--- src/rtl/sha1md_pkg.sv ---
`timescale 1ns / 1ps
// ----------------------------------------------------------------------------
// sha1md_pkg
// Shared types and constants of the SHA-1 digest block: controller states,
// pad byte sources, command and status groups, round and initial constants.
// ----------------------------------------------------------------------------
package sha1md_pkg;

	localparam int unsigned WORDS      = 5;
	localparam int unsigned ROUNDS     = 80;
	localparam int unsigned SCHED      = 16;

	localparam logic [5:0]  POS_LAST   = 6'd63;
	localparam logic [5:0]  POS_LEN    = 6'd56;
	localparam logic [6:0]  RND_LAST   = 7'd79;
	localparam logic [6:0]  RND_PH1    = 7'd20;
	localparam logic [6:0]  RND_PH2    = 7'd40;
	localparam logic [6:0]  RND_PH3    = 7'd60;
	localparam logic [2:0]  IDX_LAST   = 3'd4;

	localparam logic [7:0]  PAD_BYTE   = 8'h80;

	localparam logic [31:0] K0 = 32'h5A827999;
	localparam logic [31:0] K1 = 32'h6ED9EBA1;
	localparam logic [31:0] K2 = 32'h8F1BBCDC;
	localparam logic [31:0] K3 = 32'hCA62C1D6;

	localparam logic [31:0] H_INIT [WORDS] = '{
		32'h67452301, 32'hEFCDAB89, 32'h98BADCFE, 32'h10325476, 32'hC3D2E1F0
	};

	typedef enum logic [2:0] {
		ST_IDLE,
		ST_PAD80,
		ST_PADZ,
		ST_PADLEN,
		ST_COMP,
		ST_FOLD,
		ST_OUT
	} state_t;

	typedef enum logic [1:0] {
		SRC_IN,
		SRC_PAD,
		SRC_ZERO,
		SRC_LEN
	} byte_src_t;

	typedef struct packed {
		logic      push;        // shift one byte into the block
		byte_src_t src;         // where that byte comes from
		logic      count_inc;   // message byte taken
		logic      start;       // load working vars, clear round counter
		logic      round;       // run one compression round
		logic      fold;        // add working vars into chain
		logic      out_next;    // digest word taken
		logic      digest_done; // back to initial chain, clear count
	} cmd_t;

	typedef struct packed {
		logic [5:0] pos;
		logic       round_last;
		logic       out_last;
	} sts_t;

endpackage

--- src/rtl/sha1md_ctrl.sv ---
`timescale 1ns / 1ps
// ----------------------------------------------------------------------------
// sha1md_ctrl
// Controller: sequences byte loading, padding, compression and digest
// readout, and drives the request handshakes.
// ----------------------------------------------------------------------------
module sha1md_ctrl (
	input  logic              clk,
	input  logic              arst_n,
	input  logic              in_valid,
	input  logic              final_byte,
	output logic              in_ready,
	output logic              out_valid,
	input  logic              out_ready,
	input  sha1md_pkg::sts_t  sts,
	output sha1md_pkg::cmd_t  cmd
);
	import sha1md_pkg::*;

	state_t state_q, state_d;
	state_t ret_q, ret_d;
	state_t after_in;

	// hold state and return point
	always_ff @(posedge clk or negedge arst_n) begin
		if (!arst_n) begin
			state_q <= ST_IDLE;
			ret_q   <= ST_IDLE;
		end else begin
			state_q <= state_d;
			ret_q   <= ret_d;
		end
	end

	// next state and commands
	always_comb begin
		state_d   = state_q;
		ret_d     = ret_q;
		cmd       = '0;
		cmd.src   = SRC_IN;
		in_ready  = 1'b0;
		out_valid = 1'b0;
		after_in  = final_byte ? ST_PAD80 : ST_IDLE;
		unique case (state_q)
			ST_IDLE: begin
				in_ready = 1'b1;
				if (in_valid) begin
					cmd.push      = 1'b1;
					cmd.src       = SRC_IN;
					cmd.count_inc = 1'b1;
					if (sts.pos == POS_LAST) begin
						cmd.start = 1'b1;
						ret_d     = after_in;
						state_d   = ST_COMP;
					end else begin
						state_d = after_in;
					end
				end
			end
			ST_PAD80: begin
				cmd.push = 1'b1;
				cmd.src  = SRC_PAD;
				if (sts.pos == POS_LAST) begin
					cmd.start = 1'b1;
					ret_d     = ST_PADZ;
					state_d   = ST_COMP;
				end else begin
					state_d = ST_PADZ;
				end
			end
			ST_PADZ: begin
				if (sts.pos == POS_LEN) begin
					state_d = ST_PADLEN;
				end else begin
					cmd.push = 1'b1;
					cmd.src  = SRC_ZERO;
					if (sts.pos == POS_LAST) begin
						cmd.start = 1'b1;
						ret_d     = ST_PADZ;
						state_d   = ST_COMP;
					end
				end
			end
			ST_PADLEN: begin
				cmd.push = 1'b1;
				cmd.src  = SRC_LEN;
				if (sts.pos == POS_LAST) begin
					cmd.start = 1'b1;
					ret_d     = ST_OUT;
					state_d   = ST_COMP;
				end
			end
			ST_COMP: begin
				cmd.round = 1'b1;
				if (sts.round_last) begin
					state_d = ST_FOLD;
				end
			end
			ST_FOLD: begin
				cmd.fold = 1'b1;
				state_d  = ret_q;
			end
			ST_OUT: begin
				out_valid = 1'b1;
				if (out_ready) begin
					cmd.out_next = 1'b1;
					if (sts.out_last) begin
						cmd.digest_done = 1'b1;
						state_d         = ST_IDLE;
					end
				end
			end
			default: begin
				state_d = ST_IDLE;
			end
		endcase
	end

endmodule

--- src/rtl/sha1md_datapath.sv ---
`timescale 1ns / 1ps
// ----------------------------------------------------------------------------
// sha1md_datapath
// Datapath: block shift register that doubles as the message schedule,
// one SHA-1 round per cycle, chaining words, byte counters, digest readout.
// ----------------------------------------------------------------------------
module sha1md_datapath (
	input  logic              clk,
	input  logic              arst_n,
	input  sha1md_pkg::cmd_t  cmd,
	output sha1md_pkg::sts_t  sts,
	input  logic [7:0]        data_byte,
	output logic [31:0]       digest_word,
	output logic [2:0]        word_index,
	output logic              last_word
);
	import sha1md_pkg::*;

	logic [31:0] w_q [SCHED];
	logic [31:0] a_q, b_q, c_q, d_q, e_q;
	logic [31:0] chain_q [WORDS];
	logic [60:0] count_q;
	logic [5:0]  pos_q;
	logic [6:0]  rnd_q;
	logic [2:0]  oidx_q;

	logic [7:0]  byte_in;
	logic [63:0] len_shift;
	logic [31:0] f, k, w_new, tmp;

	// pick the byte to shift in
	assign len_shift = {count_q, 3'b000} << {pos_q[2:0], 3'b000};
	always_comb begin
		unique case (cmd.src)
			SRC_IN:   byte_in = data_byte;
			SRC_PAD:  byte_in = PAD_BYTE;
			SRC_ZERO: byte_in = 8'h00;
			SRC_LEN:  byte_in = len_shift[63:56];
			default:  byte_in = 8'h00;
		endcase
	end

	// round function and constant by phase
	always_comb begin
		if (rnd_q < RND_PH1) begin
			f = (b_q & c_q) | (~b_q & d_q);
			k = K0;
		end else if (rnd_q < RND_PH2) begin
			f = b_q ^ c_q ^ d_q;
			k = K1;
		end else if (rnd_q < RND_PH3) begin
			f = (b_q & c_q) | (b_q & d_q) | (c_q & d_q);
			k = K2;
		end else begin
			f = b_q ^ c_q ^ d_q;
			k = K3;
		end
	end

	assign tmp   = {a_q[26:0], a_q[31:27]} + f + e_q + k + w_q[0];
	assign w_new = {w_q[13] ^ w_q[8] ^ w_q[2] ^ w_q[0]} << 1
		| {31'd0, w_q[13][31] ^ w_q[8][31] ^ w_q[2][31] ^ w_q[0][31]};

	// shift bytes in, or advance the schedule one word per round
	always_ff @(posedge clk) begin
		if (cmd.push) begin
			for (int i = 0; i < SCHED - 1; i++) begin
				w_q[i] <= {w_q[i][23:0], w_q[i + 1][31:24]};
			end
			w_q[SCHED - 1] <= {w_q[SCHED - 1][23:0], byte_in};
		end else if (cmd.round) begin
			for (int i = 0; i < SCHED - 1; i++) begin
				w_q[i] <= w_q[i + 1];
			end
			w_q[SCHED - 1] <= w_new;
		end
	end

	// working variables
	always_ff @(posedge clk) begin
		if (cmd.start) begin
			a_q <= chain_q[0];
			b_q <= chain_q[1];
			c_q <= chain_q[2];
			d_q <= chain_q[3];
			e_q <= chain_q[4];
		end else if (cmd.round) begin
			a_q <= tmp;
			b_q <= a_q;
			c_q <= {b_q[1:0], b_q[31:2]};
			d_q <= c_q;
			e_q <= d_q;
		end
	end

	// chaining words: fold after each block, reload after a digest
	always_ff @(posedge clk or negedge arst_n) begin
		if (!arst_n) begin
			for (int i = 0; i < WORDS; i++) begin
				chain_q[i] <= H_INIT[i];
			end
		end else if (cmd.digest_done) begin
			for (int i = 0; i < WORDS; i++) begin
				chain_q[i] <= H_INIT[i];
			end
		end else if (cmd.fold) begin
			chain_q[0] <= chain_q[0] + a_q;
			chain_q[1] <= chain_q[1] + b_q;
			chain_q[2] <= chain_q[2] + c_q;
			chain_q[3] <= chain_q[3] + d_q;
			chain_q[4] <= chain_q[4] + e_q;
		end
	end

	// counters
	always_ff @(posedge clk or negedge arst_n) begin
		if (!arst_n) begin
			count_q <= '0;
			pos_q   <= '0;
			rnd_q   <= '0;
			oidx_q  <= '0;
		end else begin
			if (cmd.digest_done) begin
				count_q <= '0;
			end else if (cmd.count_inc) begin
				count_q <= count_q + 61'd1;
			end
			if (cmd.push) begin
				pos_q <= pos_q + 6'd1;
			end
			if (cmd.start) begin
				rnd_q <= '0;
			end else if (cmd.round) begin
				rnd_q <= rnd_q + 7'd1;
			end
			if (cmd.digest_done) begin
				oidx_q <= '0;
			end else if (cmd.out_next) begin
				oidx_q <= oidx_q + 3'd1;
			end
		end
	end

	assign sts.pos        = pos_q;
	assign sts.round_last = (rnd_q == RND_LAST);
	assign sts.out_last   = (oidx_q == IDX_LAST);

	assign digest_word = chain_q[oidx_q];
	assign word_index  = oidx_q;
	assign last_word   = (oidx_q == IDX_LAST);

endmodule

--- src/rtl/sha1_message_digest.sv ---
`timescale 1ns / 1ps
// ----------------------------------------------------------------------------
// sha1_message_digest
// SHA-1 over a byte stream: one byte per request, five digest words out.
// ----------------------------------------------------------------------------
// Message bytes are taken one per cycle while no compression is running;
// every 64th byte (message or padding) starts a compression that holds off
// input for 80 rounds at one round per cycle in the shared round unit and
// then for a fold of the result into the chaining words. After the byte
// flagged final the block pads one byte a cycle outside compressions, with
// an idle step in ST_PADZ before the length bytes (up to 64 bytes, or up
// to 72 when the length spills into an extra block), runs the last
// compression, then offers the digest as five words, word 0 first, word 4
// marked last, one per output request. It then starts a new message from
// the initial chaining values. Input is not taken while padding,
// compressing or reading out.
// ----------------------------------------------------------------------------
module sha1_message_digest (
	input  logic        clk,
	input  logic        arst_n,
	input  logic        in_valid,
	output logic        in_ready,
	input  logic [7:0]  data_byte,
	input  logic        final_byte,
	output logic        out_valid,
	input  logic        out_ready,
	output logic [31:0] digest_word,
	output logic [2:0]  word_index,
	output logic        last_word
);
	import sha1md_pkg::*;

	cmd_t cmd;
	sts_t sts;

	// sequence the work
	sha1md_ctrl u_ctrl (
		.clk        (clk),
		.arst_n     (arst_n),
		.in_valid   (in_valid),
		.final_byte (final_byte),
		.in_ready   (in_ready),
		.out_valid  (out_valid),
		.out_ready  (out_ready),
		.sts        (sts),
		.cmd        (cmd)
	);

	// hash the bytes
	sha1md_datapath u_dp (
		.clk         (clk),
		.arst_n      (arst_n),
		.cmd         (cmd),
		.sts         (sts),
		.data_byte   (data_byte),
		.digest_word (digest_word),
		.word_index  (word_index),
		.last_word   (last_word)
	);

endmodule
--- config.mk ---
export PLATFORM = sky130hd
export DESIGN_NAME = sha1_message_digest
export DESIGN_NICKNAME = d
export VERILOG_FILES = /design/src/rtl/sha1md_pkg.sv /design/src/rtl/sha1md_ctrl.sv /design/src/rtl/sha1md_datapath.sv /design/src/rtl/sha1_message_digest.sv
export SDC_FILE = /design/constraint.sdc
export NUM_CORES = 2
export LEC_CHECK = 0
export BUFFER_PORTS_ARGS = -buffer_cell sky130_fd_sc_hd__buf_2
export CAP_MARGIN = 25
export CORE_MARGIN = 2
export CORE_UTILIZATION = 58
export CTS_CLUSTER_DIAMETER = 100
export DETAILED_ROUTE_END_ITERATION = 7
export GPL_TIMING_DRIVEN = 0
export PLACE_DENSITY = 0.77
export SYNTH_ARGS = -nofsm -noshare
export SYNTH_HDL_FRONTEND = slang
export SYNTH_HIERARCHICAL = 1
export SYNTH_SLANG_ARGS = --single-unit
--- constraint.sdc ---
create_clock -name clk -period 8.3 [get_ports clk]
set_input_delay 0.83 -clock clk [delete_from_list [all_inputs] [get_ports clk]]
set_output_delay 0.83 -clock clk [all_outputs]
set_load 0.02 [all_outputs]
==> summary.md <==
| Metric | Value |
|---|---|
| Status | finished, final reports clean |
| First-pass detailed-route iteration total | 6 |
| Synth Net Count | 4808 |
| Die area | 95300 um^2 |
| Post-synthesis sequential area ratio | 48.9% |
| Worst-path maximum fanout | 9 |
| Die width | around 310 um |
| Rel. slew slack | 20.7% |
| Layout Cells excl Fill | 5979 |
| Synth cell count leaders | 672 x edfxtp_1, 602 x mux2_2, 319 x nand2_1 |
| Min Hold Slack | approximately 0.15 ns |
| CTS tree | built |
| RSZ-0062 raised after global routing | false |
| Max Freq | 126 MHz |
| Predominant post-synthesis flop cell | edfxtp_1 |
| Total GRT Usage | 34.3% |
| Layout Utilization | 64.8% |
| Vias in the first global route | 37.4k |
| Most common cell in the netlist | edfxtp_1 |
| Crit path DAT | 8.34 ns |
| Synth Warn # | 6 |
| Number of I/O pins | 51 |
| FF-to-FF setup slack | 0.38 ns |
| Register area | around 26000 um^2 |
| R2r endpoint | u_dp/a_q[27]$_DFFE_PP_ |
| Max-Cap Viols | 0 |
| Layout area overhead | 10.5% |
| First-pass GRT wire length | 239000 um |
| WP data required | 8.73 ns |
| CTS HTree Levels | 3 |
| Multi-input logic area | 25700 um^2 |
| Initial core utilization | around 60% |
| Core area | just over 90000 um^2 |
| Ranking of synthesized cells by area | edfxtp_1 37%, mux2_2 13%, dfrtp_1 7.6% |
| Fin. Hold Viols | 0 |
| Average size of a mapped cell | 12.0 um^2 |
| Routed via count | 38.1k |
| RePlAce Congestion | 1.06 |
| Critical Path Sink Type | register |
| DRT antenna net count | 0 |
| Clk sinks | 915 |
| WS Path Type | register to register |
| Critical Path Start | u_dp/rnd_q[3]$_DFFE_PN0P_ |
| Max-slew violations | 0 |
| CP Launch Type | register |
| # fillers | 6837 |
| Rows | 111 |
| Deepest clock path buffer count | 3 |
| DRC viols | 0 |
| Tmin final | ~8 ns |
| Cell taking the most area after synthesis | edfxtp_1 |
| Critical path destination | u_dp/a_q[27]$_DFFE_PP_ |
| Root buffer cell | clkbuf_16 |
| Grt ovf | 0 |
| Fin nets | ~5.0k |
| FF+latch count, synth | between 900 and 1k |
| Reg2Reg Depth | 25 |
| I/O Buffers | 50 |
| Routed vias/inst | between 6 and 7 |
| Drt total wl | 164000 um |
| DR iter-0 viols | 4341 |
| Cts hold-fix bufs | 0 |
| Clock slew at reported path FFs | 0.06 ns |
| Hold crit path type | input port to async pin |
| Share of the synthesized area in the top cell type | 37.5% |
| RR Startpoint | u_dp/rnd_q[3]$_DFFE_PN0P_ |
| CTS Buf Count | between 90 and 100 |
| EDFF count, synth | 672 |
| Layout cells sized above 1 | 21.5% |
| Cell count after synthesis | about 4.5k |
| Period Utilization, post-route | 95.4% |
| Worst-skew pair later-pin latency | ~0.70 ns |
| DP HPWL | 123000 um |
| Post-synthesis cell type count | 90 |
| DR WL/cell | 27.4 um |
| Largest net degree at the start of global routing | 92 |
| Die height | a little over 300 um |
| Async set-or-reset flop fraction in the synthesized netlist | 26.6% |
| Placed cells | 5800 |
| Worst-Margin Slew | 1.19 ns |
| Initial antenna violation count | 5 |
| Post-Syn Area | 53900 um^2 |
| Final setup viols | 0 |
| Skew final | 0.0435 ns |
| Antenna diodes | 0 |
-- timing repair --
| item | in CTS | in global routing |
|---|---|---|
| hold endpoints to repair | 0 | 0 |
| setup endpoints to repair | 21 | 6 |
| cloned | 0 | 0 |
| gates resized for setup | 3 | 2 |
| setup buffers | 0 | 2 |
| pin swaps | 0 | 1 |
-- cells by family (layout without fill, tap and decap cells) --
group | count (synthesis) | in the layout | synth area share [%]
AO/OA/AOI/OAI | 800 | 800 | 9.49
XOR/XNOR | 305 | 305 | 4.96
adder cells (fa/ha/maj) | 323 | 323 | 9.25
buffers and inverters | 490 | 754 | 3.46
flip-flops | 915 | 915 | 48.9
multiplexers | 734 | 734 | 16.1
AND/OR/NAND/NOR | 905 | 905 | 7.81
-- routing by layer --
layer  global-route usage [%]  share of wire, %  wire length (um)  vias up
li1                         -                 -                 -    16700
met1                     43.7                37             60900    19100
met2                     55.2                46             76000     1925
met3                     6.45               9.4             15400      420
met4                     20.0               6.9             11200        6
met5                        0             0.031                51        -
-- metrics by stage --
step | area (um^2) | setup TNS (ns) | worst slack, ns
after floorplan | 53900 | 0 | 1.77
after global placement | 55700 | -118.71 | -2.38
after detailed placement | 56400 | -9.21 | -0.835
after CTS | 59400 | 0 | 0.0486
after global routing | 59500 | 0 | 0.0854
final | 59500 | 0 | 0.384
-- cell type report --
cell class	count	area share, %
Multi-Input combinational cell	3067	43.1
Buffer	191	1.25
Clock inverter	50	0.822
Tap cell	1243	2.61
Timing Repair Buffer	90	1.69
Inverter	299	1.89
Sequential cell	915	44.3
Clock buffer	124	4.30
-- placed cells by master, fill, tap and decap left out, drive strengths merged, types with 18 or more instances in the layout --
master / count
mux4: 45
o31ai: 18
ha: 198
nor2b: 19
a211oi: 37
o21bai: 22
clkinv: 39
a21oi: 186
dfrtp: 163
nand2b: 26
clkbuf: 283
nor3: 44
edfxtp: 672
nand4: 30
or3: 30
nand3: 64
mux2: 602
a21o: 62
fa: 125
o21a: 24
buf: 121
xor2: 103
dfstp: 80
mux2i: 87
o211ai: 21
and3: 29
xnor2: 202
nand2: 319
inv: 300
o21ai: 264
a211o: 18
nor2: 280
and2: 18
-- registers in the layout, indices dropped and copies added (netlist names), 32 cells and up --
| signal | cells |
|---|---|
| u_dp/c_q | 32 |
| u_dp/b_q | 32 |
| u_dp/a_q | 32 |
| u_dp/w_q | 512 |
| u_dp/chain_q | 160 |
| u_dp/e_q | 32 |
| u_dp/count_q | 61 |
| u_dp/d_q | 32 |
-- worst min path at each step --
stage / startpoint / to / depth (start not counted)
2_1_floorplan: u_ctrl/ret_q[2]$_DFFE_PN0P_ / u_ctrl/ret_q[2]$_DFFE_PN0P_ / 1
3_3_place_gp: u_ctrl/ret_q[2]$_DFFE_PN0P_ / u_ctrl/ret_q[2]$_DFFE_PN0P_ / 1
3_5_place_dp: u_ctrl/ret_q[2]$_DFFE_PN0P_ / u_ctrl/ret_q[2]$_DFFE_PN0P_ / 1
4_1_cts: arst_n / u_dp/chain_q[130]$_DFFE_PN0P_ / 1
5_1_grt: arst_n / u_dp/chain_q[1]$_DFFE_PN0P_ / 1
6_report: arst_n / u_dp/chain_q[1]$_DFFE_PN0P_ / 1
-- worst max-delay path, cell delays in order, from the launching register on --
cell and delay (ns):
dfrtp_1 0.35, clkbuf_1 0.20, o21ai_0 0.18, nor2b_1 0.32
inv_1 0.33, nand2_1 0.65, clkinv_1 0.47, a222oi_1 0.69
fa_1 0.56, fa_1 0.53, fa_1 0.40, inv_1 0.07
ha_1 0.15, inv_1 0.06, fa_1 0.46, nor2b_1 0.13
o21ai_0 0.14, a21o_1 0.23, and3_1 0.20, o311ai_0 0.40
clkdlybuf4s18_2 0.34, a31oi_1 0.19, a21boi_0 0.26, nor2_1 0.07
xor2_1 0.15, o21ai_0 0.09
Power is not shown: default switching activity piles up to over one toggle a cycle in this logic, so the estimate is an artifact.
